**src/hdl/zrle_pkg.sv**
```systemverilog
// zrle_pkg: shared types and constants of the zero-run / literal byte encoder
// used by zrle_ctrl, zrle_dp and zero_run_literal_encoder; no dependencies
`default_nettype none

package zrle_pkg;

	localparam int unsigned MAX_LITERAL_DEF = 32;
	localparam logic [7:0] MIN_ZERO_RUN_RST = 8'd6;
	localparam logic [7:0] ZERO_RUN_CAP = 8'd255;

	typedef enum logic [3:0] {
		ST_IDLE,
		ST_DECIDE,
		ST_ZFILL,
		ST_ADD_B,
		ST_EOD_CHK,
		ST_LIT_LO,
		ST_LIT_HI,
		ST_LIT_DATA,
		ST_ZRUN0,
		ST_ZRUN1,
		ST_ZRUN2,
		ST_FINISH
	} state_t;

	typedef enum logic [2:0] {
		EMIT_CNT_LO,
		EMIT_CNT_HI,
		EMIT_LIT,
		EMIT_ZERO,
		EMIT_ZC
	} emit_sel_t;

	typedef struct packed {
		logic      load_in;
		logic      zc_inc;
		logic      zc_dec;
		logic      zc_clr;
		logic      lit_wr;
		logic      lit_zero;
		logic      lc_clr;
		logic      idx_clr;
		logic      idx_inc;
		logic      emit;
		emit_sel_t emit_sel;
		logic      finish;
	} cmd_t;

	typedef struct packed {
		logic zero_in;
		logic a_cond;
		logic lc_zero;
		logic zc_zero;
		logic zc_ge_thr;
		logic lit_full_next;
		logic idx_last;
		logic eod;
		logic emit_ok;
	} sts_t;

endpackage

`default_nettype wire

```
**src/hdl/zrle_ctrl.sv**
```systemverilog
// zrle_ctrl: encoder sequencer, one step per cycle unless output stalls
// depends on zrle_pkg; drives zrle_dp through cmd_t, reads sts_t
`default_nettype none

module zrle_ctrl (
	input  wire logic          clk,
	input  wire logic          arst_n,
	input  wire logic          in_valid,
	output logic               in_stall,
	input  wire zrle_pkg::sts_t sts,
	output zrle_pkg::cmd_t     cmd
);

	zrle_pkg::state_t state_q, state_d;
	zrle_pkg::state_t ret_q, ret_d;
	logic zfill_add_q, zfill_add_d;

	always_ff @(posedge clk or negedge arst_n) begin
		if (!arst_n) begin
			state_q     <= zrle_pkg::ST_IDLE;
			ret_q       <= zrle_pkg::ST_IDLE;
			zfill_add_q <= 1'b0;
		end else begin
			state_q     <= state_d;
			ret_q       <= ret_d;
			zfill_add_q <= zfill_add_d;
		end
	end

	// next state
	always_comb begin
		state_d     = state_q;
		ret_d       = ret_q;
		zfill_add_d = zfill_add_q;
		unique case (state_q)
			zrle_pkg::ST_IDLE: begin
				if (in_valid) state_d = zrle_pkg::ST_DECIDE;
			end
			zrle_pkg::ST_DECIDE: begin
				if (sts.zero_in) begin
					if (sts.a_cond && !sts.lc_zero) begin
						state_d = zrle_pkg::ST_LIT_LO;
						ret_d   = zrle_pkg::ST_EOD_CHK;
					end else if (sts.a_cond) begin
						state_d     = zrle_pkg::ST_ZFILL;
						zfill_add_d = 1'b0;
					end else begin
						state_d = zrle_pkg::ST_EOD_CHK;
					end
				end else if (!sts.zc_zero && sts.zc_ge_thr) begin
					state_d = zrle_pkg::ST_LIT_LO;
					ret_d   = zrle_pkg::ST_ZRUN0;
				end else if (!sts.zc_zero) begin
					state_d     = zrle_pkg::ST_ZFILL;
					zfill_add_d = 1'b1;
				end else begin
					state_d = zrle_pkg::ST_ADD_B;
				end
			end
			zrle_pkg::ST_ZFILL: begin
				if (sts.zc_zero) begin
					state_d = zfill_add_q ? zrle_pkg::ST_ADD_B : zrle_pkg::ST_EOD_CHK;
				end else if (sts.lit_full_next) begin
					state_d = zrle_pkg::ST_LIT_LO;
					ret_d   = zrle_pkg::ST_ZFILL;
				end
			end
			zrle_pkg::ST_ADD_B: begin
				if (sts.lit_full_next) begin
					state_d = zrle_pkg::ST_LIT_LO;
					ret_d   = zrle_pkg::ST_EOD_CHK;
				end else begin
					state_d = zrle_pkg::ST_EOD_CHK;
				end
			end
			zrle_pkg::ST_EOD_CHK: begin
				if (sts.eod) begin
					state_d = zrle_pkg::ST_LIT_LO;
					ret_d   = zrle_pkg::ST_FINISH;
				end else begin
					state_d = zrle_pkg::ST_FINISH;
				end
			end
			zrle_pkg::ST_LIT_LO: begin
				if (sts.lc_zero) state_d = ret_q;
				else if (sts.emit_ok) state_d = zrle_pkg::ST_LIT_HI;
			end
			zrle_pkg::ST_LIT_HI: begin
				if (sts.emit_ok) state_d = zrle_pkg::ST_LIT_DATA;
			end
			zrle_pkg::ST_LIT_DATA: begin
				if (sts.emit_ok && sts.idx_last) state_d = ret_q;
			end
			zrle_pkg::ST_ZRUN0: begin
				if (sts.emit_ok) state_d = zrle_pkg::ST_ZRUN1;
			end
			zrle_pkg::ST_ZRUN1: begin
				if (sts.emit_ok) state_d = zrle_pkg::ST_ZRUN2;
			end
			zrle_pkg::ST_ZRUN2: begin
				if (sts.emit_ok) state_d = zrle_pkg::ST_ADD_B;
			end
			zrle_pkg::ST_FINISH: begin
				if (sts.emit_ok) state_d = zrle_pkg::ST_IDLE;
			end
			default: state_d = zrle_pkg::ST_IDLE;
		endcase
	end

	// outputs
	always_comb begin
		cmd          = '0;
		cmd.emit_sel = zrle_pkg::EMIT_ZERO;
		in_stall     = (state_q != zrle_pkg::ST_IDLE);
		unique case (state_q)
			zrle_pkg::ST_IDLE: begin
				cmd.load_in = in_valid;
			end
			zrle_pkg::ST_DECIDE: begin
				cmd.zc_inc = sts.zero_in;
			end
			zrle_pkg::ST_ZFILL: begin
				if (!sts.zc_zero) begin
					cmd.lit_wr   = 1'b1;
					cmd.lit_zero = 1'b1;
					cmd.zc_dec   = 1'b1;
				end
			end
			zrle_pkg::ST_ADD_B: begin
				cmd.lit_wr = 1'b1;
			end
			zrle_pkg::ST_EOD_CHK: begin
				cmd.zc_clr = sts.eod;
			end
			zrle_pkg::ST_LIT_LO: begin
				if (!sts.lc_zero && sts.emit_ok) begin
					cmd.emit     = 1'b1;
					cmd.emit_sel = zrle_pkg::EMIT_CNT_LO;
					cmd.idx_clr  = 1'b1;
				end
			end
			zrle_pkg::ST_LIT_HI: begin
				cmd.emit     = sts.emit_ok;
				cmd.emit_sel = zrle_pkg::EMIT_CNT_HI;
			end
			zrle_pkg::ST_LIT_DATA: begin
				cmd.emit     = sts.emit_ok;
				cmd.emit_sel = zrle_pkg::EMIT_LIT;
				cmd.idx_inc  = sts.emit_ok;
				cmd.lc_clr   = sts.emit_ok && sts.idx_last;
			end
			zrle_pkg::ST_ZRUN0, zrle_pkg::ST_ZRUN1: begin
				cmd.emit     = sts.emit_ok;
				cmd.emit_sel = zrle_pkg::EMIT_ZERO;
			end
			zrle_pkg::ST_ZRUN2: begin
				cmd.emit     = sts.emit_ok;
				cmd.emit_sel = zrle_pkg::EMIT_ZC;
				cmd.zc_clr   = sts.emit_ok;
			end
			zrle_pkg::ST_FINISH: begin
				cmd.finish = sts.emit_ok;
			end
			default: begin
				cmd.finish = 1'b0;
			end
		endcase
	end

endmodule

`default_nettype wire

```
**src/hdl/zrle_dp.sv**
```systemverilog
// zrle_dp: datapath of the encoder: literal buffer, counters, threshold
// register, output hold stage; depends on zrle_pkg, driven by zrle_ctrl
`default_nettype none

module zrle_dp #(
	parameter int unsigned MAX_LITERAL = zrle_pkg::MAX_LITERAL_DEF
) (
	input  wire logic       clk,
	input  wire logic       arst_n,
	input  wire zrle_pkg::cmd_t cmd,
	output zrle_pkg::sts_t  sts,
	input  wire logic [7:0] data_byte,
	input  wire logic       end_of_data,
	input  wire logic       cfg_write,
	input  wire logic [7:0] cfg_data,
	input  wire logic       out_stall,
	output logic            out_valid,
	output logic [7:0]      out_byte,
	output logic            last_of_item
);

	localparam int unsigned CW = $clog2(MAX_LITERAL + 1);
	localparam int unsigned AW = (MAX_LITERAL > 1) ? $clog2(MAX_LITERAL) : 1;
	localparam logic [CW-1:0] MAX_C = CW'(MAX_LITERAL);
	localparam logic [9:0] MAX_W = 10'(MAX_LITERAL);

	logic [7:0]    mem [MAX_LITERAL];
	logic [7:0]    rd_q;
	logic [AW-1:0] rd_addr;
	logic [CW-1:0] idx_nxt;

	logic [7:0]    b_q;
	logic          eod_q;
	logic [7:0]    thr_q;
	logic [CW-1:0] lc_q;
	logic [7:0]    zc_q;
	logic [AW-1:0] idx_q;

	logic          hold_valid_q;
	logic [7:0]    hold_byte_q;
	logic          out_valid_q;
	logic [7:0]    out_byte_q;
	logic          out_last_q;

	logic          out_free;
	logic [7:0]    emit_byte;
	logic [8:0]    zc1;

	assign zc1     = {1'b0, zc_q} + 9'd1;
	assign idx_nxt = CW'(idx_q) + CW'(1);
	assign rd_addr = (cmd.idx_inc && (idx_nxt < MAX_C)) ? idx_nxt[AW-1:0] :
	                 cmd.idx_inc ? '0 : idx_q;

	assign out_free = !out_valid_q || !out_stall;

	always_comb begin
		sts.zero_in       = (b_q == 8'd0) && (zc_q != zrle_pkg::ZERO_RUN_CAP);
		sts.a_cond        = (zc1 < {1'b0, thr_q}) &&
		                    ((10'(lc_q) + {1'b0, zc1}) >= MAX_W);
		sts.lc_zero       = (lc_q == '0);
		sts.zc_zero       = (zc_q == 8'd0);
		sts.zc_ge_thr     = (zc_q >= thr_q);
		sts.lit_full_next = ((lc_q + CW'(1)) == MAX_C);
		sts.idx_last      = (idx_nxt == lc_q);
		sts.eod           = eod_q;
		sts.emit_ok       = !hold_valid_q || out_free;
	end

	always_comb begin
		unique case (cmd.emit_sel)
			zrle_pkg::EMIT_CNT_LO: emit_byte = 8'(lc_q);
			zrle_pkg::EMIT_CNT_HI: emit_byte = 8'd0;
			zrle_pkg::EMIT_LIT:    emit_byte = rd_q;
			zrle_pkg::EMIT_ZERO:   emit_byte = 8'd0;
			zrle_pkg::EMIT_ZC:     emit_byte = zc_q;
			default:               emit_byte = 8'd0;
		endcase
	end

	// literal buffer
	always_ff @(posedge clk) begin
		if (cmd.lit_wr) mem[lc_q[AW-1:0]] <= cmd.lit_zero ? 8'd0 : b_q;
		rd_q <= mem[rd_addr];
	end

	always_ff @(posedge clk) begin
		if (cmd.load_in) begin
			b_q   <= data_byte;
			eod_q <= end_of_data;
		end
		if (cmd.emit) hold_byte_q <= emit_byte;
		if (hold_valid_q && (cmd.emit || cmd.finish)) begin
			out_byte_q <= hold_byte_q;
			out_last_q <= cmd.finish;
		end
	end

	always_ff @(posedge clk or negedge arst_n) begin
		if (!arst_n) begin
			thr_q        <= zrle_pkg::MIN_ZERO_RUN_RST;
			lc_q         <= '0;
			zc_q         <= 8'd0;
			idx_q        <= '0;
			hold_valid_q <= 1'b0;
			out_valid_q  <= 1'b0;
		end else begin
			if (cfg_write) thr_q <= cfg_data;

			if (cmd.lc_clr) lc_q <= '0;
			else if (cmd.lit_wr) lc_q <= lc_q + CW'(1);

			if (cmd.zc_clr) zc_q <= 8'd0;
			else if (cmd.zc_inc) zc_q <= zc1[7:0];
			else if (cmd.zc_dec) zc_q <= zc_q - 8'd1;

			if (cmd.idx_clr) idx_q <= '0;
			else if (cmd.idx_inc) idx_q <= idx_nxt[AW-1:0];

			if (cmd.emit) hold_valid_q <= 1'b1;
			else if (cmd.finish) hold_valid_q <= 1'b0;

			if (hold_valid_q && (cmd.emit || cmd.finish)) out_valid_q <= 1'b1;
			else if (!out_stall) out_valid_q <= 1'b0;
		end
	end

	assign out_valid    = out_valid_q;
	assign out_byte     = out_byte_q;
	assign last_of_item = out_last_q;

endmodule

`default_nettype wire

```
**src/hdl/zero_run_literal_encoder.sv**
```systemverilog
// Zero-run / literal encoder: top level joining the sequencer and the datapath
// depends on zrle_pkg, zrle_ctrl and zrle_dp
//
// Bytes in, encoded bytes out: literal blocks (count low byte, count high
// byte, bytes) and zero-run blocks (0, 0, length). One item is taken at a
// time. Each accepted item is decided on, then either extends the zero run
// or puts a byte into the literal buffer, and ends with an end-of-data check
// and a finish step before the next item can be accepted. Zeros of a short
// run are moved into the literal buffer one at a time; a flush with no
// literals pending, before a zero-run block or at end of data, sends nothing.
// Every step that sends a byte waits while the output is stalled. The last
// byte of an item is kept in the output hold stage until the item finishes,
// so it can carry last_of_item. min_zero_run resets to 6.
`default_nettype none

module zero_run_literal_encoder #(
	parameter int unsigned MAX_LITERAL = zrle_pkg::MAX_LITERAL_DEF
) (
	input  wire logic       clk,
	input  wire logic       arst_n,
	input  wire logic       in_valid,
	output logic            in_stall,
	input  wire logic [7:0] data_byte,
	input  wire logic       end_of_data,
	output logic            out_valid,
	input  wire logic       out_stall,
	output logic [7:0]      out_byte,
	output logic            last_of_item,
	input  wire logic       cfg_write,
	input  wire logic [7:0] cfg_data
);

	zrle_pkg::cmd_t cmd;
	zrle_pkg::sts_t sts;

	zrle_ctrl u_ctrl (
		.clk      (clk),
		.arst_n   (arst_n),
		.in_valid (in_valid),
		.in_stall (in_stall),
		.sts      (sts),
		.cmd      (cmd)
	);

	zrle_dp #(
		.MAX_LITERAL (MAX_LITERAL)
	) u_dp (
		.clk          (clk),
		.arst_n       (arst_n),
		.cmd          (cmd),
		.sts          (sts),
		.data_byte    (data_byte),
		.end_of_data  (end_of_data),
		.cfg_write    (cfg_write),
		.cfg_data     (cfg_data),
		.out_stall    (out_stall),
		.out_valid    (out_valid),
		.out_byte     (out_byte),
		.last_of_item (last_of_item)
	);

endmodule

`default_nettype wire
```
**config.mk**
```make
export PLATFORM = sky130hd
export DESIGN_NAME = zero_run_literal_encoder
export DESIGN_NICKNAME = d
export VERILOG_FILES = /design/src/hdl/zrle_pkg.sv /design/src/hdl/zrle_ctrl.sv /design/src/hdl/zrle_dp.sv /design/src/hdl/zero_run_literal_encoder.sv
export SDC_FILE = /design/constraint.sdc
export NUM_CORES = 1
export LEC_CHECK = 0
export ABC_AREA = 1
export CAP_MARGIN = 40
export CORE_AREA = 4 4 190 192
export CTS_BUF_LIST = sky130_fd_sc_hd__clkbuf_4 sky130_fd_sc_hd__clkbuf_8
export CTS_CLUSTER_SIZE = 40
export DETAILED_ROUTE_END_ITERATION = 10
export DIE_AREA = 0 0 194 196
export DONT_BUFFER_PORTS = 1
export PLACE_DENSITY = 0.61
export REMOVE_ABC_BUFFERS = 1
export SYNTH_ARGS = -nofsm -noshare
export SYNTH_HDL_FRONTEND = slang
export SYNTH_SLANG_ARGS = --single-unit
```
**constraint.sdc**
```tcl
create_clock -name clk -period 2.65 [get_ports clk]
set_clock_uncertainty 0.15 [all_clocks]
set_input_delay 0.265 -clock clk [delete_from_list [all_inputs] [get_ports clk]]
set_output_delay 0.265 -clock clk [all_outputs]
set_load 0.03 [all_outputs]
```
# Word-level counts from Yosys, hierarchy flattened
# Memory sizes are Yosys's and may differ from the RTL's. A register that Yosys moved wholly into a read port is not among the register bits.
# Cells that the tools add are included.
# classes
n_addsub,5
order_cmp,4
eq_ne,36
mux,65
n_reduce_logical,31
# op_table
operator,n
4-bit two-way mux,23
4-bit one-hot mux with 12 select lines,1
8-bit two-way mux,4
8-bit one-hot mux with 3 select lines,1
1-bit two-way mux,23
5-bit two-way mux,4
2-bit by 1-bit != test with 1-bit output (second input constant),10
4-bit one-hot mux with 5 select lines,1
4-bit by 3-bit == test with 1-bit output (second input constant),4
4-bit == test (second input constant),4
8-bit zero test,2
4-bit one-hot mux with 4 select lines,1
6-bit two-way mux,2
2-bit != test (second input constant),6
6-bit by 9-bit adder with 10-bit output,1
10-bit by 6-bit >= comparator with 1-bit output (second input constant),1
8-bit by 1-bit adder with 9-bit output (second input constant),1
9-bit by 8-bit less-than comparator with 1-bit output,1
9-bit AND reduction,1
4-bit by 2-bit == test with 1-bit output (second input constant),2
8-bit >= comparator,1
1-bit logical AND,8
8-bit != test (second input constant),1
4-bit nonzero test,2
other kinds (25),36
# word_totals
ff_bits,64
mem_bits_rw,256
inputBits,22
output_inout_bits,11
mem_count,1
# memory_table
memory,words,word_bits,read_ports,rd_clocked_by_memory_dff,wr,line,text
u_dp.mem,32,8,1,1,1,zrle_dp.sv:27,logic [7:0] mem [MAX_LITERAL];

# Longest topological paths before layout
# depth
depth_word,9
ltp_mapped,19
mapped_depth_nobuf,19

# Modules after synthesis
# From an unflattened synthesis, not the netlist that was laid out.
# hier_totals
cells_unflattened,1589
hier_area_um2,15459.8
# modules_own_cells
mod,n_inst,cells_per_inst,area_per_inst_um2,seq_area_each_um2
zrle_dp,1,1410,14478.9,9356.5
zrle_ctrl,1,179,980.9,225.2

# Worst setup path after synthesis
# OpenSTA, ideal clock, no wires.
# synth_timing
path_kind,reg-to-reg
from,register u_dp.zc_q[0]
to,register u_ctrl.ret_q[0]
setup_ns,0.119
arrival_ns,2.464
required_ns,2.381
slack_ns,-0.084
path_stages_with_launch,18
synth_period_minus_slack_ns,2.734
cell_sequence,dfrtp_1 -> ha_1 -> nand2_1 -> nor2_1 -> a21oi_1 -> or2_2 -> ha_1 -> a21o_1 -> nand3_1 -> nand2_1 -> inv_1 -> nand2_1 -> nor2_1 -> nand3_1 -> nand3_1 -> nand3_1 -> nand2_1 -> nand2_1
# synth_via
elab_chain_cells,7
word_cells_on_any_way,18
# synth_rtl
element,line,text
start: declaration,zrle_dp.sv:36,logic [7:0] zc_q;
start signal: assignment,zrle_dp.sv:113,else if (cmd.zc_inc) zc_q <= zc1[7:0];
start signal: assignment,zrle_dp.sv:114,else if (cmd.zc_dec) zc_q <= zc_q - 8'd1;
8-bit by 1-bit adder with 9-bit output,zrle_dp.sv:49,"assign zc1 = {1'b0, zc_q} + 9'd1;"
6-bit by 9-bit adder with 10-bit output,zrle_dp.sv:59,"((10'(lc_q) + {1'b0, zc1}) >= MAX_W);"
10-bit by 6-bit >= comparator with 1-bit output,zrle_dp.sv:59,
1-bit logical AND,zrle_dp.sv:58,"sts.a_cond = (zc1 < {1'b0, thr_q}) &&"
1-bit logical AND,zrle_ctrl.sv:41,if (sts.a_cond && !sts.lc_zero) begin
3-bit != test (no line),n/a,
7-bit AND reduction (no line),n/a,
end signal: assignment,zrle_ctrl.sv:21,ret_q <= zrle_pkg::ST_IDLE;
end signal: assignment,zrle_ctrl.sv:25,ret_q <= ret_d;
end: declaration,zrle_ctrl.sv:15,"zrle_pkg::state_t ret_q, ret_d;"
# Parallel ways exist; a longest one is shown, timed or not.
# A chain may end at the register's enable or synchronous reset.

# Worst setup path in the final report
# layout_timing
from,register u_dp.zc_q[0]
to,register u_ctrl.ret_q[3]
# The elaborated chain is that of the path after synthesis.

==> out/results.ini <==
[sta]
worst_pin_slew_ns = 0.480
min_period_ns = 2.74
period_share = 1.03
report.final.slew_viol_count = 0
relSlewSlack = 0.678
hold_violations = 0
fin_ws_ns = -0.0869
rsz0062_at_grt = yes
finalSetupViolations = 7
max_freq_mhz = 365

[power]
power_frac_comb = 0.379
internal_power_mw = 11.5
ir_worst_vdd_v = 0.000590
p_switching_mw = 7.03
finalPower_mw = 18.6
leakagePower_nw = 7.79
power_density_nw_per_um2 = 1010
p_seq_frac = 0.379
swShare = 0.379
clock_power_share = 0.242

[detailed_routing]
wirelength_mm = 37.6
ant_nets = 0
firstDrtPassIters = 5
avgViaCountPerCell = 5.05
drc_errors = 0
vias = 11100
drt-initial-drc-count = 1051
wl_per_cell_um = 17.1

[floorplanning]
die_x_um = 194
num_io_pins = 33
initial_core_util = 0.444
die_h_um = 196
dieArea_um2 = 38000
core_area_um2 = 34400
rows = 68

[yosys]
yosys.area_share.simple = 0.236
synth_ff_type = edfxtp_1
synth_seq_cells = 328
synth_commonest_cells = nand2_1 (574), edfxtp_1 (282), inv_1 (175)
synth.yosys.seq_area_share = 0.627
synth_compound_area_frac = 0.0345
ys_types = 43
yosysMostFrequentCell = nand2_1
async_flop_share = 0.116
synth_top_family_by_area = simple AND/OR/NAND/NOR gates
ys.warnings.count = 0
yosys-top-cells-area = edfxtp_1 (55%), nand2_1 (14%), dfrtp_1 (5.9%), nand3_1 (5.6%), inv_1 (4.3%)
synth_edf_count = 282
synth_top_area_cell = edfxtp_1
syn_area_um2 = 15300
synth_xor_area_frac = 0.0103
muxShareOfSynthArea = 0.00205
yosysTopAreaCellShare = 0.554
synthCells = 1583
syn-mean-instance-area_um2 = 9.65
yosys.area_share.adder = 0.0259

[global_routing]
grt_pass1_vias = 11000
grt_pass1_wl_mm = 59.4
use_met1 = 0.280
grt_max_degree = 65
overflow = 0
busiest_layer = met2
grt_use_met3 = 0.0309
globalRouteTotalUtil = 0.195
gr-usage-met2 = 0.308
antenna_found_initial = 0

[clock_network]
cts_root_buffer = clkbuf_8
numCtsBuffers = 54
cts_tree = yes
clk_path_buf_depth = 3
cts.sinks = 328
clock_latency_ns = 0.61
cts_max_level = 2
path_clk_slew_ns = 0.06

[critical_path]
worstPathRequired_ns = 2.96
rrSetupSlack_ns = -0.09
start_kind = flip-flop
crit_path_end_kind = flip-flop
reg2reg_to = u_ctrl.ret_q[3]
crit_type = flip-flop to flip-flop
max_stage_delay_ns = 0.41
rr_worst_depth = 17
r2r-start = u_dp.zc_q[0]
crit_fanout = 3
cp_slowest_cell = dfrtp_1
cp_cell_sequence = ha_4, nand2_4, buf_6, nor2_4, xor2_2, inv_2, ha_4, nand2_1, nor2_1, nand4_1, nor2_1, nor2_4, nand3_2, nand3_4, buf_6, nand4_1, nand2_1
cp.arrival_ns = 3.04

[status]
violations = setup timing
status = finished, violations left

[placement]
hpwlAfterDp_mm = 23.9
numPortBuffers = 0
place_ws_ns = -0.263
gp_congestion = 0.879

[min_path]
min_path_type = input pin to asynchronous set/reset pin

[cells_and_area]
drive_gt1_frac = 0.168
area_delta_synth_final_pct = 20.2
fin_nets = 1762
diodes = 0

[job]
maxCapViolCount = 0

-- registers in the layout, summed over array words and instances (netlist names), 4 cells and up --
register	cells
u_dp.mem	256
u_dp.hold_byte_q	8
u_ctrl.ret_q	4
u_dp.zc_q	8
u_dp.b_q	8
u_dp.rd_q	8
u_dp.idx_q	5
u_dp.out_byte	8
u_ctrl.state_q	4
u_dp.thr_q	8
u_dp.lc_q	6
-- routing by layer --
| metal | vias up | part of all wire |
|---|---|---|
| met1 | 5240 | 0.46 |
| met3 | 74 | 0.061 |
| li1 | 5465 | - |
| met2 | 341 | 0.46 |
| met5 | - | 0 |
| met4 | 0 | 0.027 |
-- critical path: cells and delay by family, from the launching register on --
family	cells	cell delay [ns]
AND/OR/NAND/NOR	11	1.05
adder cells (fa/ha/maj)	2	0.44
flip-flops	1	0.41
buffers and inverters	3	0.38
XOR/XNOR	1	0.18
-- cell usage in the layout, fill, tap and decap left out, drive strengths merged, types with 2 or more instances in the layout --
master	instances
nand2	581
edfxtp	282
inv	181
nand3	173
buf	104
nor2	97
clkbuf	80
o21ai	49
dfrtp	36
ha	30
dlygate4sd3	21
a21oi	17
xor2	16
clkinv	14
o22ai	12
nand4	11
nor3	9
dfxtp	8
o221ai	6
xnor2	2
mux2i	2
bufinv	2
dfstp	2
or2	2
-- worst max path at each step --
stage                     slack [ns]              end           start  cells after the start
final                          -0.09  u_ctrl.ret_q[3]    u_dp.zc_q[0]                     17
after global routing           -0.28  u_ctrl.ret_q[2]    u_dp.zc_q[0]                     17
after detailed placement       -0.26  u_ctrl.ret_q[2]    u_dp.zc_q[1]                     17
after floorplan                -1.10     u_dp.rd_q[0]  u_dp.out_valid                     12
after CTS                      -0.09   u_dp.mem[3][5]    u_dp.zc_q[0]                     12
after global placement         -0.20  u_ctrl.ret_q[2]    u_dp.zc_q[0]                     17
-- through the flow --
step	std cells	util	cell area, um2	setup TNS (ns)	hold slack (ns)
floorplan	1527	-	15000	-37.49	-0.181
global placement	2071	0.480	16500	-3.39	-0.180
detailed placement	2071	0.480	16500	-15.97	-0.180
CTS	2193	0.526	18100	-1.97	0.00310
global route	2204	0.534	18400	-1.95	0.0601
finish	2204	0.534	18400	-0.421	0.0589
-- power groups by stage --
stage	Sequential (mW)	Combinational, mW	Clock [mW]
after detailed placement	7.13	6.52	0
final	7.03	7.04	4.50
after CTS	7.03	6.83	4.61
after floorplan	7.13	3.84	0
after global placement	7.12	6.47	0
after global routing	7.09	7.84	4.85
-- what timing repair did --
| action | 4_1_cts | 5_1_grt |
|---|---|---|
| gates resized for setup | 61 | 36 |
| endpoints found under the setup margin | 238 | 273 |
| pin swaps | 18 | 14 |
| hold buffers | 22 | 0 |
| cloned | 0 | 1 |
| buffers inserted | 4 | 10 |
| hold endpoints to repair | 66 | 0 |
-- cells by family (layout without fill, tap and decap cells) --
kind of cell / Yosys count / count (layout)
simple gates: 874 / 874
xor+xnor: 18 / 18
flops: 328 / 328
compound gates: 92 / 92
fa+ha+maj: 31 / 31
buf+inv: 237 / 403
mux: 3 / 3
-- area by class of cell --
type	instances	area (um2)
Timing Repair Buffer	126	1290
Clock inverter	17	144
Sequential cell	328	9580
Inverter	181	683
Tap cell	455	569
Multi-Input combinational cell	1018	5140
Clock buffer	79	950
Fill cell	3100	16000
No activity file was read; power rests on OpenSTA's default activity.
